--- src/hw/rtl/pfe_pkg.sv ---
// Playfair stream encryptor: shared types, constants and square lookups.
// No dependencies; imported by pfe_pair and playfair_stream_encrypt.
`default_nettype none

package pfe_pkg;

  typedef logic [4:0] letter_t;

  typedef struct packed {
    logic [2:0] row;
    logic [2:0] col;
  } pos_t;

  localparam logic [7:0] UPPER_FIRST = 8'd65;
  localparam logic [7:0] UPPER_LAST  = 8'd90;
  localparam logic [7:0] LOWER_FIRST = 8'd97;
  localparam logic [7:0] LOWER_LAST  = 8'd122;
  localparam logic [7:0] CASE_OFFSET = 8'd32;
  localparam logic [6:0] ASCII_BASE  = 7'd97;

  localparam letter_t LETTER_I   = 5'd8;
  localparam letter_t LETTER_J   = 5'd9;
  localparam letter_t PAD_LETTER = 5'd23;

  localparam logic [2:0] LAST_INDEX = 3'd4;

  // Square by rows: e s m p i / o l a y f / r b c d g / h k n q t / u v w x z
  localparam letter_t SQUARE [25] = '{
    5'd4,  5'd18, 5'd12, 5'd15, 5'd8,
    5'd14, 5'd11, 5'd0,  5'd24, 5'd5,
    5'd17, 5'd1,  5'd2,  5'd3,  5'd6,
    5'd7,  5'd10, 5'd13, 5'd16, 5'd19,
    5'd20, 5'd21, 5'd22, 5'd23, 5'd25
  };

  function automatic pos_t letter_pos(letter_t l);
    pos_t p;
    case (l)
      5'd0:    p = '{3'd1, 3'd2};
      5'd1:    p = '{3'd2, 3'd1};
      5'd2:    p = '{3'd2, 3'd2};
      5'd3:    p = '{3'd2, 3'd3};
      5'd4:    p = '{3'd0, 3'd0};
      5'd5:    p = '{3'd1, 3'd4};
      5'd6:    p = '{3'd2, 3'd4};
      5'd7:    p = '{3'd3, 3'd0};
      5'd8:    p = '{3'd0, 3'd4};
      5'd9:    p = '{3'd0, 3'd4};
      5'd10:   p = '{3'd3, 3'd1};
      5'd11:   p = '{3'd1, 3'd1};
      5'd12:   p = '{3'd0, 3'd2};
      5'd13:   p = '{3'd3, 3'd2};
      5'd14:   p = '{3'd1, 3'd0};
      5'd15:   p = '{3'd0, 3'd3};
      5'd16:   p = '{3'd3, 3'd3};
      5'd17:   p = '{3'd2, 3'd0};
      5'd18:   p = '{3'd0, 3'd1};
      5'd19:   p = '{3'd3, 3'd4};
      5'd20:   p = '{3'd4, 3'd0};
      5'd21:   p = '{3'd4, 3'd1};
      5'd22:   p = '{3'd4, 3'd2};
      5'd23:   p = '{3'd4, 3'd3};
      5'd24:   p = '{3'd1, 3'd3};
      5'd25:   p = '{3'd4, 3'd4};
      default: p = '{3'd0, 3'd0};
    endcase
    return p;
  endfunction

  function automatic letter_t square_at(logic [2:0] row, logic [2:0] col);
    logic [4:0] idx;
    idx = {row[2:0], 2'b00} + {2'b00, row} + {2'b00, col};
    return SQUARE[idx];
  endfunction

  function automatic logic [2:0] wrap_inc(logic [2:0] v);
    return (v == LAST_INDEX) ? 3'd0 : v + 3'd1;
  endfunction

endpackage

`default_nettype wire

--- src/hw/rtl/pfe_in_if.sv ---
// Playfair stream encryptor: input channel, one message byte per word.
// Depends on nothing.
`default_nettype none

interface pfe_in_if;
  logic       valid;
  logic       ready;
  logic [7:0] in_byte;
  logic       end_of_message;

  modport source (output valid, output in_byte, output end_of_message, input ready);
  modport sink   (input valid, input in_byte, input end_of_message, output ready);
endinterface

`default_nettype wire

--- src/hw/rtl/pfe_out_if.sv ---
// Playfair stream encryptor: output channel, one cipher letter per word.
// Depends on nothing.
`default_nettype none

interface pfe_out_if;
  logic       valid;
  logic       ready;
  logic [6:0] cipher_char;
  logic       last_of_run;

  modport source (output valid, output cipher_char, output last_of_run, input ready);
  modport sink   (input valid, input cipher_char, input last_of_run, output ready);
endinterface

`default_nettype wire

--- src/hw/rtl/pfe_pair.sv ---
// Playfair stream encryptor: combinational digraph encryption over the square.
// Depends on pfe_pkg.
`default_nettype none

module pfe_pair
  import pfe_pkg::*;
(
  input  letter_t first_i,
  input  letter_t second_i,
  output letter_t first_o,
  output letter_t second_o
);

  pos_t p1;
  pos_t p2;

  always_comb begin
    p1 = letter_pos(first_i);
    p2 = letter_pos(second_i);
    if (p1.row == p2.row) begin
      first_o  = square_at(p1.row, wrap_inc(p1.col));
      second_o = square_at(p2.row, wrap_inc(p2.col));
    end else if (p1.col == p2.col) begin
      first_o  = square_at(wrap_inc(p1.row), p1.col);
      second_o = square_at(wrap_inc(p2.row), p2.col);
    end else begin
      first_o  = square_at(p1.row, p2.col);
      second_o = square_at(p2.row, p1.col);
    end
  end

endmodule

`default_nettype wire

--- src/hw/rtl/playfair_stream_encrypt.sv ---
// Playfair stream encryptor top level: input register, pairing logic, result buffer.
// Depends on pfe_pkg, pfe_in_if, pfe_out_if and pfe_pair.
//
//   channel  dir  word contents
//   in_i     in   in_byte[7:0], end_of_message
//   out_o    out  cipher_char[6:0], last_of_run
//
// A byte is registered, then paired and encrypted combinationally into a
// four-letter result buffer; results leave one per cycle while out_o.ready is high.
// Bytes giving no result pass at one per cycle while the buffer is free; a pair
// fills two entries, and a doubled letter at end of message fills all four.
// Reset clears the pending letter and all valid flags.
// Output stalls back up through the buffer to in_i.ready.
`default_nettype none

module playfair_stream_encrypt
  import pfe_pkg::*;
(
  input  wire        clk_i,
  input  wire        rst_ni,
  pfe_in_if.sink     in_i,
  pfe_out_if.source  out_o
);

  logic       in_valid_q;
  logic [7:0] in_byte_q;
  logic       eom_q;

  letter_t    held_q, held_d;
  logic       held_valid_q, held_valid_d;

  letter_t    res_q [4];
  letter_t    res_d [4];
  logic [2:0] cnt_q, cnt_d;
  logic [1:0] idx_q;

  logic       out_last;
  logic       out_fire;
  logic       buf_free;
  logic       move;

  logic [7:0] folded;
  logic       is_letter;
  letter_t    cur;
  logic       first_pair;
  logic       doubled;
  letter_t    a_second;
  letter_t    a0, a1, b0, b1;
  letter_t    flush_letter;
  logic       flush_pair;

  assign out_o.valid       = (cnt_q != 3'd0);
  assign out_last          = ({1'b0, idx_q} == (cnt_q - 3'd1));
  assign out_o.cipher_char = ASCII_BASE + {2'b00, res_q[idx_q]};
  assign out_o.last_of_run = out_last;
  assign out_fire          = out_o.valid && out_o.ready;
  assign buf_free          = (cnt_q == 3'd0) || (out_fire && out_last);
  assign move              = in_valid_q && buf_free;
  assign in_i.ready        = !in_valid_q || buf_free;

  always_comb begin
    folded = in_byte_q;
    if (in_byte_q >= UPPER_FIRST && in_byte_q <= UPPER_LAST) begin
      folded = in_byte_q + CASE_OFFSET;
    end
    is_letter = (folded >= LOWER_FIRST) && (folded <= LOWER_LAST);
    cur       = 5'(folded - LOWER_FIRST);
    if (cur == LETTER_J) begin
      cur = LETTER_I;
    end
    first_pair = is_letter && held_valid_q;
    doubled    = (cur == held_q);
    a_second   = doubled ? PAD_LETTER : cur;

    held_d       = held_q;
    held_valid_d = held_valid_q;
    if (is_letter) begin
      if (held_valid_q) begin
        if (doubled) begin
          held_d       = cur;
          held_valid_d = 1'b1;
        end else begin
          held_valid_d = 1'b0;
        end
      end else begin
        held_d       = cur;
        held_valid_d = 1'b1;
      end
    end
    flush_letter = held_d;
    flush_pair   = eom_q && held_valid_d;
    if (flush_pair) begin
      held_valid_d = 1'b0;
    end

    res_d = res_q;
    cnt_d = 3'd0;
    if (first_pair) begin
      res_d[0] = a0;
      res_d[1] = a1;
      res_d[2] = b0;
      res_d[3] = b1;
      cnt_d    = flush_pair ? 3'd4 : 3'd2;
    end else if (flush_pair) begin
      res_d[0] = b0;
      res_d[1] = b1;
      cnt_d    = 3'd2;
    end
  end

  pfe_pair u_pair_a (
    .first_i  (held_q),
    .second_i (a_second),
    .first_o  (a0),
    .second_o (a1)
  );

  pfe_pair u_pair_b (
    .first_i  (flush_letter),
    .second_i (PAD_LETTER),
    .first_o  (b0),
    .second_o (b1)
  );

  always_ff @(posedge clk_i or negedge rst_ni) begin
    if (!rst_ni) begin
      in_valid_q   <= 1'b0;
      held_q       <= '0;
      held_valid_q <= 1'b0;
      cnt_q        <= '0;
      idx_q        <= '0;
    end else begin
      if (in_i.valid && in_i.ready) begin
        in_valid_q <= 1'b1;
      end else if (move) begin
        in_valid_q <= 1'b0;
      end
      if (move) begin
        held_q       <= held_d;
        held_valid_q <= held_valid_d;
        cnt_q        <= cnt_d;
        idx_q        <= '0;
      end else if (out_fire) begin
        if (out_last) begin
          cnt_q <= '0;
        end else begin
          idx_q <= idx_q + 2'd1;
        end
      end
    end
  end

  always_ff @(posedge clk_i) begin
    if (in_i.valid && in_i.ready) begin
      in_byte_q <= in_i.in_byte;
      eom_q     <= in_i.end_of_message;
    end
    if (move) begin
      res_q <= res_d;
    end
  end

endmodule

`default_nettype wire
--- src/flat_wrapper.sv ---
// flat-port wrapper written by rule: the top's interface ports become plain ports
module playfair_stream_encrypt_flat import pfe_pkg::*;
  (clk_i, rst_ni, in_i_valid, in_i_in_byte, in_i_end_of_message, in_i_ready, out_o_valid, out_o_cipher_char, out_o_last_of_run, out_o_ready);
  pfe_in_if in_i_i ();
  pfe_out_if out_o_i ();
  input  wire clk_i;
  input  wire rst_ni;
  input wire logic [$bits(in_i_i.valid)-1:0] in_i_valid;
  input wire logic [$bits(in_i_i.in_byte)-1:0] in_i_in_byte;
  input wire logic [$bits(in_i_i.end_of_message)-1:0] in_i_end_of_message;
  output wire logic [$bits(in_i_i.ready)-1:0] in_i_ready;
  output wire logic [$bits(out_o_i.valid)-1:0] out_o_valid;
  output wire logic [$bits(out_o_i.cipher_char)-1:0] out_o_cipher_char;
  output wire logic [$bits(out_o_i.last_of_run)-1:0] out_o_last_of_run;
  input wire logic [$bits(out_o_i.ready)-1:0] out_o_ready;
  assign in_i_i.valid = in_i_valid;
  assign in_i_i.in_byte = in_i_in_byte;
  assign in_i_i.end_of_message = in_i_end_of_message;
  assign in_i_ready = in_i_i.ready;
  assign out_o_valid = out_o_i.valid;
  assign out_o_cipher_char = out_o_i.cipher_char;
  assign out_o_last_of_run = out_o_i.last_of_run;
  assign out_o_i.ready = out_o_ready;
  playfair_stream_encrypt u_core (.clk_i(clk_i), .rst_ni(rst_ni), .in_i(in_i_i), .out_o(out_o_i));
endmodule
--- config.mk ---
export PLATFORM = sky130hd
export DESIGN_NAME = playfair_stream_encrypt_flat
export DESIGN_NICKNAME = d
export VERILOG_FILES = /design/src/hw/rtl/pfe_pkg.sv /design/src/hw/rtl/pfe_in_if.sv /design/src/hw/rtl/pfe_out_if.sv /design/src/hw/rtl/pfe_pair.sv /design/src/hw/rtl/playfair_stream_encrypt.sv /design/src/flat_wrapper.sv
export SDC_FILE = /design/constraint.sdc
export NUM_CORES = 1
export LEC_CHECK = 0
export ABC_AREA = 1
export BUFFER_PORTS_ARGS = -buffer_cell sky130_fd_sc_hd__buf_2
export CORE_AREA = 2 2 86 170
export DETAILED_ROUTE_END_ITERATION = 6
export DIE_AREA = 0 0 88 172
export GPL_TIMING_DRIVEN = 0
export PLACE_DENSITY = 0.77
export SETUP_SLACK_MARGIN = 0.05
export SLEW_MARGIN = 20
export SYNTH_ARGS = -nofsm -noshare
export SYNTH_HDL_FRONTEND = slang
export SYNTH_SLANG_ARGS = --single-unit
--- constraint.sdc ---
create_clock -name clk_i -period 5.5 [get_ports clk_i]
set_clock_uncertainty 0.1 [all_clocks]
set_input_delay 1.65 -clock clk_i [delete_from_list [all_inputs] [get_ports clk_i]]
set_output_delay 1.65 -clock clk_i [all_outputs]
set_load 0.05 [all_outputs]
Yosys cells after proc, flatten, opt, wreduce, memory -nomap -nowiden
Memories as Yosys holds them, arrays and structs flattened.
Cells that the tools add are included.
{ "op_classes": {"n_addsub": 33, "bitwise_logic": 13, "n_eq_ne": 16, "mux": 66, "reduce_logical": 21, "n_lt_le_gt_ge": 17} }
{ "op_table": {"columns": ["cell", "count"], "rows": [
  ["two-way mux 5 bit", 39],
  ["adder 5 x 3 -> 5 bit", 20],
  [">= comparator 6 bit, second input constant", 12],
  ["NOT 5 -> 6 bit", 12],
  ["two-way mux 3 bit", 13],
  ["adder 3 x 1 -> 3 bit, second input constant", 8],
  ["== test 3 bit, second input constant", 8],
  ["two-way mux 10 bit", 2],
  [">= comparator 8 x 7 -> 1 bit, second input constant", 2],
  ["less-or-equal comparator 8 x 7 -> 1 bit, second input constant", 2],
  ["== test 3 bit", 4],
  ["binary-select mux 5 bit (select 2 bit)", 1],
  ["adder 8 x 6 -> 8 bit, second input constant", 1],
  ["logical AND 1 bit", 8],
  ["two-way mux 2 bit", 4],
  ["two-way mux 8 bit", 1],
  ["AND reduction 2 bit", 4],
  ["nonzero test 2 bit", 4],
  ["adder 6 x 6 -> 7 bit, first input constant", 1],
  ["two-way mux 1 bit", 6],
  ["== test 5 x 4 -> 1 bit, second input constant", 1],
  ["== test 5 bit", 1],
  ["subtractor 5 x 1 -> 5 bit, second input constant", 1],
  ["== test 2 x 3 -> 1 bit", 1],
  ["9 further kinds", 10]
]} }
{ "word_totals": {"mem_count": 16, "out_inout_bits": 10, "inputBits": 13, "wordCells": 193, "reg_bits": 41, "rom_bits": 2688} }
{ "mem_list": {"columns": ["memory", "depth", "word_bits", "read_ports", "rd_clocked_by_memory_dff", "wr", "line_no", "rtl"], "rows": [
  ["(name not given)", 32, 6, 1, 0, 0, "pfe_pkg.sv:38", "case (l)"],
  ["(name not given)", 32, 6, 1, 0, 0, "pfe_pkg.sv:38", null],
  ["(name not given)", 32, 6, 1, 0, 0, "pfe_pkg.sv:38", null],
  ["(name not given)", 32, 6, 1, 0, 0, "pfe_pkg.sv:38", null],
  ["(name not given)", 32, 5, 1, 0, 0, "pfe_pkg.sv:73", "return SQUARE[idx];"],
  ["(name not given)", 32, 5, 1, 0, 0, "pfe_pkg.sv:73", null],
  ["+10 memories", null, null, null, null, null, null, null]
]} }

Logic depth before layout (Yosys ltp)
An unclocked memory read counts as a cell.
{ "logic_depth": {"ltp_word": 23, "mapped_depth": 41, "ltp_nobuf": 41} }

Cells and area by module
From an unflattened synthesis, not the netlist that was laid out.
{ "unflattened": {"cells_unflattened": 1774, "hier_area_um2": 10993.0} }
{ "modules_own_cells": {"columns": ["mod", "n_inst", "cells_each", "area_per_inst_um2"], "rows": [
  ["pfe_pair at u_core.u_pair_b", 1, 746, 4361.7],
  ["pfe_pair at u_core.u_pair_a", 1, 772, 4310.4],
  ["playfair_stream_encrypt", 1, 256, 2321.0]
]} }

Worst setup path before layout
OpenSTA, ideal clock, no wires.
{ "synth_timing": {"path_kind": "reg2reg", "from": "register u_core.in_byte_q[0]", "to": "register u_core.res_q[6] (netlist bit), data pin", "synth_period_minus_slack_ns": 5.452, "t_arrival_ns": 5.097, "setup_ns": 0.255, "path_buffers": 0, "path_slack_ns": 0.048, "stages_incl_launch_ff": 37, "cell_sequence": "edfxtp_1 inv_2 ha_1 inv_1 nand2_1 nand2_2 nor2_1 nand3_2 nand3_1 nand3_1 nand2_1 inv_1 ha_1 inv_1 nand2_1 nand2_1 nand2_1 nand3_1 nand2_2 inv_1 ha_1 o211ai_1 nand2_1 inv_1 fa_1 fa_1 or2_2 nand2_1 inv_1 o21ai_0 o31ai_1 nand3b_1 nand3_1 nand2_1 inv_1 nand2_1 and2_1"} }
{ "synth_between": {"elab_chain_cells": 21, "word_cells_on_any_way": 43, "cone_classes": "add/sub: 9; order compare: 4; eq/ne: 6; mux: 15; bitwise: 3; reduce/logical: 2; memory: 4"} }
{ "synth_lines": {"columns": ["element", "line_no", "rtl"], "rows": [
  ["start, declared", "playfair_stream_encrypt.sv:26", "logic [7:0] in_byte_q;"],
  ["start signal, assigned", "playfair_stream_encrypt.sv:155", "in_byte_q <= in_i.in_byte;"],
  [">= comparator 8 x 7 -> 1 bit / less-or-equal comparator 8 x 7 -> 1 bit (equally long branches)", "playfair_stream_encrypt.sv:63", "if (in_byte_q >= UPPER_FIRST && in_byte_q <= UPPER_LAST) begin"],
  ["logical AND 1 bit", "playfair_stream_encrypt.sv:63", null],
  ["two-way mux 8 bit *", "playfair_stream_encrypt.sv:63", null],
  ["subtractor 5 x 1 -> 5 bit", "playfair_stream_encrypt.sv:67", "cur = 5'(folded - LOWER_FIRST);"],
  ["== test 5 x 4 -> 1 bit", "playfair_stream_encrypt.sv:68", "if (cur == LETTER_J) begin"],
  ["two-way mux 5 bit", "playfair_stream_encrypt.sv:68", null],
  ["== test 5 bit", "playfair_stream_encrypt.sv:72", "doubled = (cur == held_q);"],
  ["two-way mux 5 bit", "playfair_stream_encrypt.sv:79", "if (doubled) begin"],
  ["[... 4 more ...]", null, null],
  ["two-way mux 3 bit", "pfe_pkg.sv:77", "return (v == LAST_INDEX) ? 3'd0 : v + 3'd1;"],
  ["adder 5 x 3 -> 5 bit (2 in a row)", "pfe_pkg.sv:72", "idx = {row[2:0], 2'b00} + {2'b00, row} + {2'b00, col};"],
  ["NOT 5 -> 6 bit (implied by the code)", "pfe_pkg.sv:73", null],
  ["memory (32 x 5 bit)", null, null],
  ["two-way mux 5 bit (implied by the code) (2 in a row)", "pfe_pkg.sv:73", null],
  ["two-way mux 5 bit", "pfe_pair.sv:23", "end else if (p1.col == p2.col) begin"],
  ["two-way mux 5 bit *", "pfe_pair.sv:20", "if (p1.row == p2.row) begin"],
  ["named net u_core.b0[1]", "playfair_stream_encrypt.sv:48", "letter_t a0, a1, b0, b1;"],
  ["end signal, assigned", "playfair_stream_encrypt.sv:159", "res_q <= res_d;"],
  ["end, declared", "playfair_stream_encrypt.sv:32", "letter_t res_q [4];"]
]} }
Mark *: on every way through the listed nets, which the timed path passes. The rest lies on a longest branch. The select of a mux whose other input is x is not followed.
A chain may end at the register's enable or synchronous reset.

==> results.py <==
metrics = {
    "sta": {
        "achievable_freq_mhz": 189,
        "worstMarginPinSlew_ps": 825,
        "fin_crit_ps": 5290,
        "timing_hold_violations_final": 0,
        "grt_setup_unrepaired": "true",
        "final-max-slew-violation-count": 0,
        "finalSetupViolations": 0,
        "period_share_pct": 96.2,
        "holdWs_ps": 447,
        "slew_headroom_pct": 44.8,
    },
    "synth": {
        "yosys.cell_types.count": 55,
        "syn_avg_cell_area_um2": 6.57,
        "syn-cell-area_um2": 7940,
        "synth_seq_cells": 40,
        "synth_edf_count": 29,
        "syn_inst": 1208,
        "primary_ff_master_synth": "edfxtp_1",
        "asyncSetResetFlopFracSynth_pct": 27.5,
        "synth-warning-count": 0,
        "synth_seq_area_share_pct": 14.4,
        "synth_fp_nets": 1364,
    },
    "final_layout": {
        "final_cell_area_um2": 9210,
        "total_of_fill_cells_in_the_finished_design": 1207,
        "final_util_pct": 66.6,
        "fin_nets": 1433,
        "syn2layout_area_growth_pct": 16.0,
        "drive_above_1_share_pct": 19.3,
        "antennaDiodeCount": 0,
    },
    "clock_tree": {
        "clk_root_buffer_cell": "clkbuf_16",
        "worst_setup_hold_path_clk_slew_ps": 60,
        "cts_inserted_buffers": 5,
        "cts.sink_count": 40,
        "cts-htree-levels": 2,
        "ctsLongestPathBuffers": 2,
        "cts_tree": "done",
        "cts_hold_repair.buffers": 0,
        "worst_skew_pair.late_latency_ps": 280,
    },
    "critical_path": {
        "crit_required_ps": 5440,
        "timing.critical_path.arrival_ps": 5230,
        "critical_path.max_stage_delay_ps": 710,
        "critical_path_fanouts_max": 7,
        "regToRegEndpoint": "u_core.res_q[13]",
        "reg2reg_from": "u_core.in_byte_q[1]",
        "crit_path_start_kind": "register",
        "slowest_cell_on_the_critical_path": "fa_2",
        "worst_setup_path_end_kind": "register",
        "timing.reg2reg.setup_slack_ps": 210,
        "r2r_cells": 32,
        "cpLargestDelayFamily": "adder cells",
        "class_of_the_most_critical_setup_path": "register to register",
        "critPathBufInv": 6,
    },
    "placement": {
        "dpl-instance-area_um2": 8280,
        "detailedPlacementHpwl_um": 16800,
        "gp_congestion": 0.983,
        "io_buffers": 22,
    },
    "die": {
        "core.rowCount": 61,
        "die-area_um2": 15100,
        "start_util_pct": 57.4,
        "pin_count": 23,
        "floorplan.die.width_um": 88,
        "core_area_um2": 13800,
        "floorplan.die.height_um": 172,
    },
    "global_route": {
        "gr-usage-all-layers_pct": 27.7,
        "grt_pass1_wl_um": 34200,
        "grt_start_max_net_pins": 13,
        "grt-ovfl-total": 0,
        "number_of_global_route_vias_before_repair": 7961,
        "antenna_found_initial": 0,
    },
    "detailed_routing": {
        "routed_wirelength_um": 21600,
        "detail_route.wl_per_cell_um": 14.7,
        "num_vias": 8290,
        "drt_drc_violations_left": 0,
        "drt_iter0_markers": 436,
        "post_drt_via_cell_ratio": 5.65,
        "drt_pre_antenna_iters": 7,
        "drtAntennaViolNets": 0,
    },
    "min_path": {
        "worst_hold_path_type": "register to register",
        "hold_path_end": "u_core.in_valid_q",
        "hold_path_cells": 2,
        "hold_path.startpoint": "u_core.in_valid_q",
    },
    "run": {
        "number_of_max_cap_violations": 0,
    },
    "outcome": {
        "run_status": "finished, final reports clean",
    },
}
flip-flops by register name, indices dropped and copies added, names as in the netlist:
signal,count
u_core.cnt_q,2
u_core.eom_q,1
u_core.held_q,5
u_core.held_valid_q,1
u_core.idx_q,2
u_core.in_byte_q,8
u_core.in_valid_q,1
u_core.res_q,20
cell usage after synthesis, types with 10 or more instances:
master | instances | area (µm²)
inv_1 | 174 | 653
dfrtp_1 | 11 | 275
clkbuf_1 | 10 | 37.5
o21ai_0 | 94 | 470
or2_2 | 13 | 81.3
inv_2 | 12 | 45.0
nand4_1 | 11 | 68.8
nor3_1 | 14 | 70.1
ha_1 | 132 | 1650
fa_1 | 11 | 220
nand2_1 | 305 | 1140
nor2_1 | 72 | 270
o211ai_1 | 21 | 158
a21oi_1 | 32 | 160
nand2_2 | 29 | 181
nand3_1 | 128 | 641
edfxtp_1 | 29 | 871
routing by layer:
layer | GRT usage, % | wire (µm) | vias up
met5 | 0 | 0 | -
met4 | 13.8 | 1100 | 0
met3 | 1.38 | 473 | 74
met2 | 55.9 | 12300 | 191
met1 | 26.9 | 7740 | 3858
li1 | - | - | 4167
cell families after synthesis:
family          count (synthesis)  share of synthesized area [%]
simple gates                  602                           34.7
compound gates                208                           16.1
flops                          40                           14.4
xor+xnor                        9                          0.993
fa+ha+maj                     143                           23.6
buf+inv                       206                           10.2
timing repair:
| item | in CTS | in global routing |
|---|---|---|
| pin swaps | 14 | 39 |
| cloned | 0 | 1 |
| gates resized for setup | 39 | 106 |
| buffers inserted | 21 | 20 |
| endpoints found under the setup margin | 15 | 15 |
cells in the final DEF (no fill, tap or decap), types with 8 or more instances in the layout:
cell	n
nand3_1	116
nand4_1	11
ha_1	123
edfxtp_1	29
nor2_1	64
fa_1	8
dfrtp_1	11
o21ai_0	85
buf_4	41
inv_4	8
nor3_1	12
nand2_1	282
nand2_2	36
nand2_4	19
inv_2	23
buf_2	25
inv_1	153
o211ai_1	21
or2_2	12
nand3_2	16
a21oi_1	31
worst register-to-register path: cells and delay by family (launching register included):
kind            cells  cell delay [ps]
simple gates       16             1650
compound gates      5              510
buf+inv             6              550
fa+ha+maj           5             1810
flops               1              450
cell type report:
type,count,area [µm²],area share [%]
inverter,190,744,8.09
buffer,14,100,1.09
clock buffer,5,125,1.36
clock inverter,3,37.5,0.408
sequential,40,1150,12.4
tap,189,236,2.57
multi-input combinational,962,6390,69.4
timing repair buffer,64,427,4.63
worst max-delay path by stage:
stage                             start               end  slack (ps)  cells after the start
global placement    u_core.in_byte_q[0]   u_core.res_q[6]        -740                     35
CTS                 u_core.in_byte_q[0]   u_core.res_q[6]          40                     35
finish              u_core.in_byte_q[1]  u_core.res_q[13]         210                     32
global route        u_core.in_byte_q[0]  u_core.res_q[15]         -70                     37
floorplan           u_core.in_byte_q[0]   u_core.res_q[6]         110                     36
detailed placement  u_core.in_byte_q[0]   u_core.res_q[6]        -770                     35
stage by stage:
| step | worst slack [ps] | setup TNS, ps | instances |
|---|---|---|---|
| 2_1_floorplan | 106 | 0 | 1208 |
| 3_3_place_gp | -736 | -8600 | 1419 |
| 3_5_place_dp | -769 | -9380 | 1419 |
| 4_1_cts | 37.4 | 0 | 1447 |
| 5_1_grt | -74.0 | -387 | 1467 |
| 6_report | 208 | 0 | 1467 |
Power is left out: the tool's default activity adds up to more than one toggle a clock period on the data nets, which glitch-free logic cannot reach.
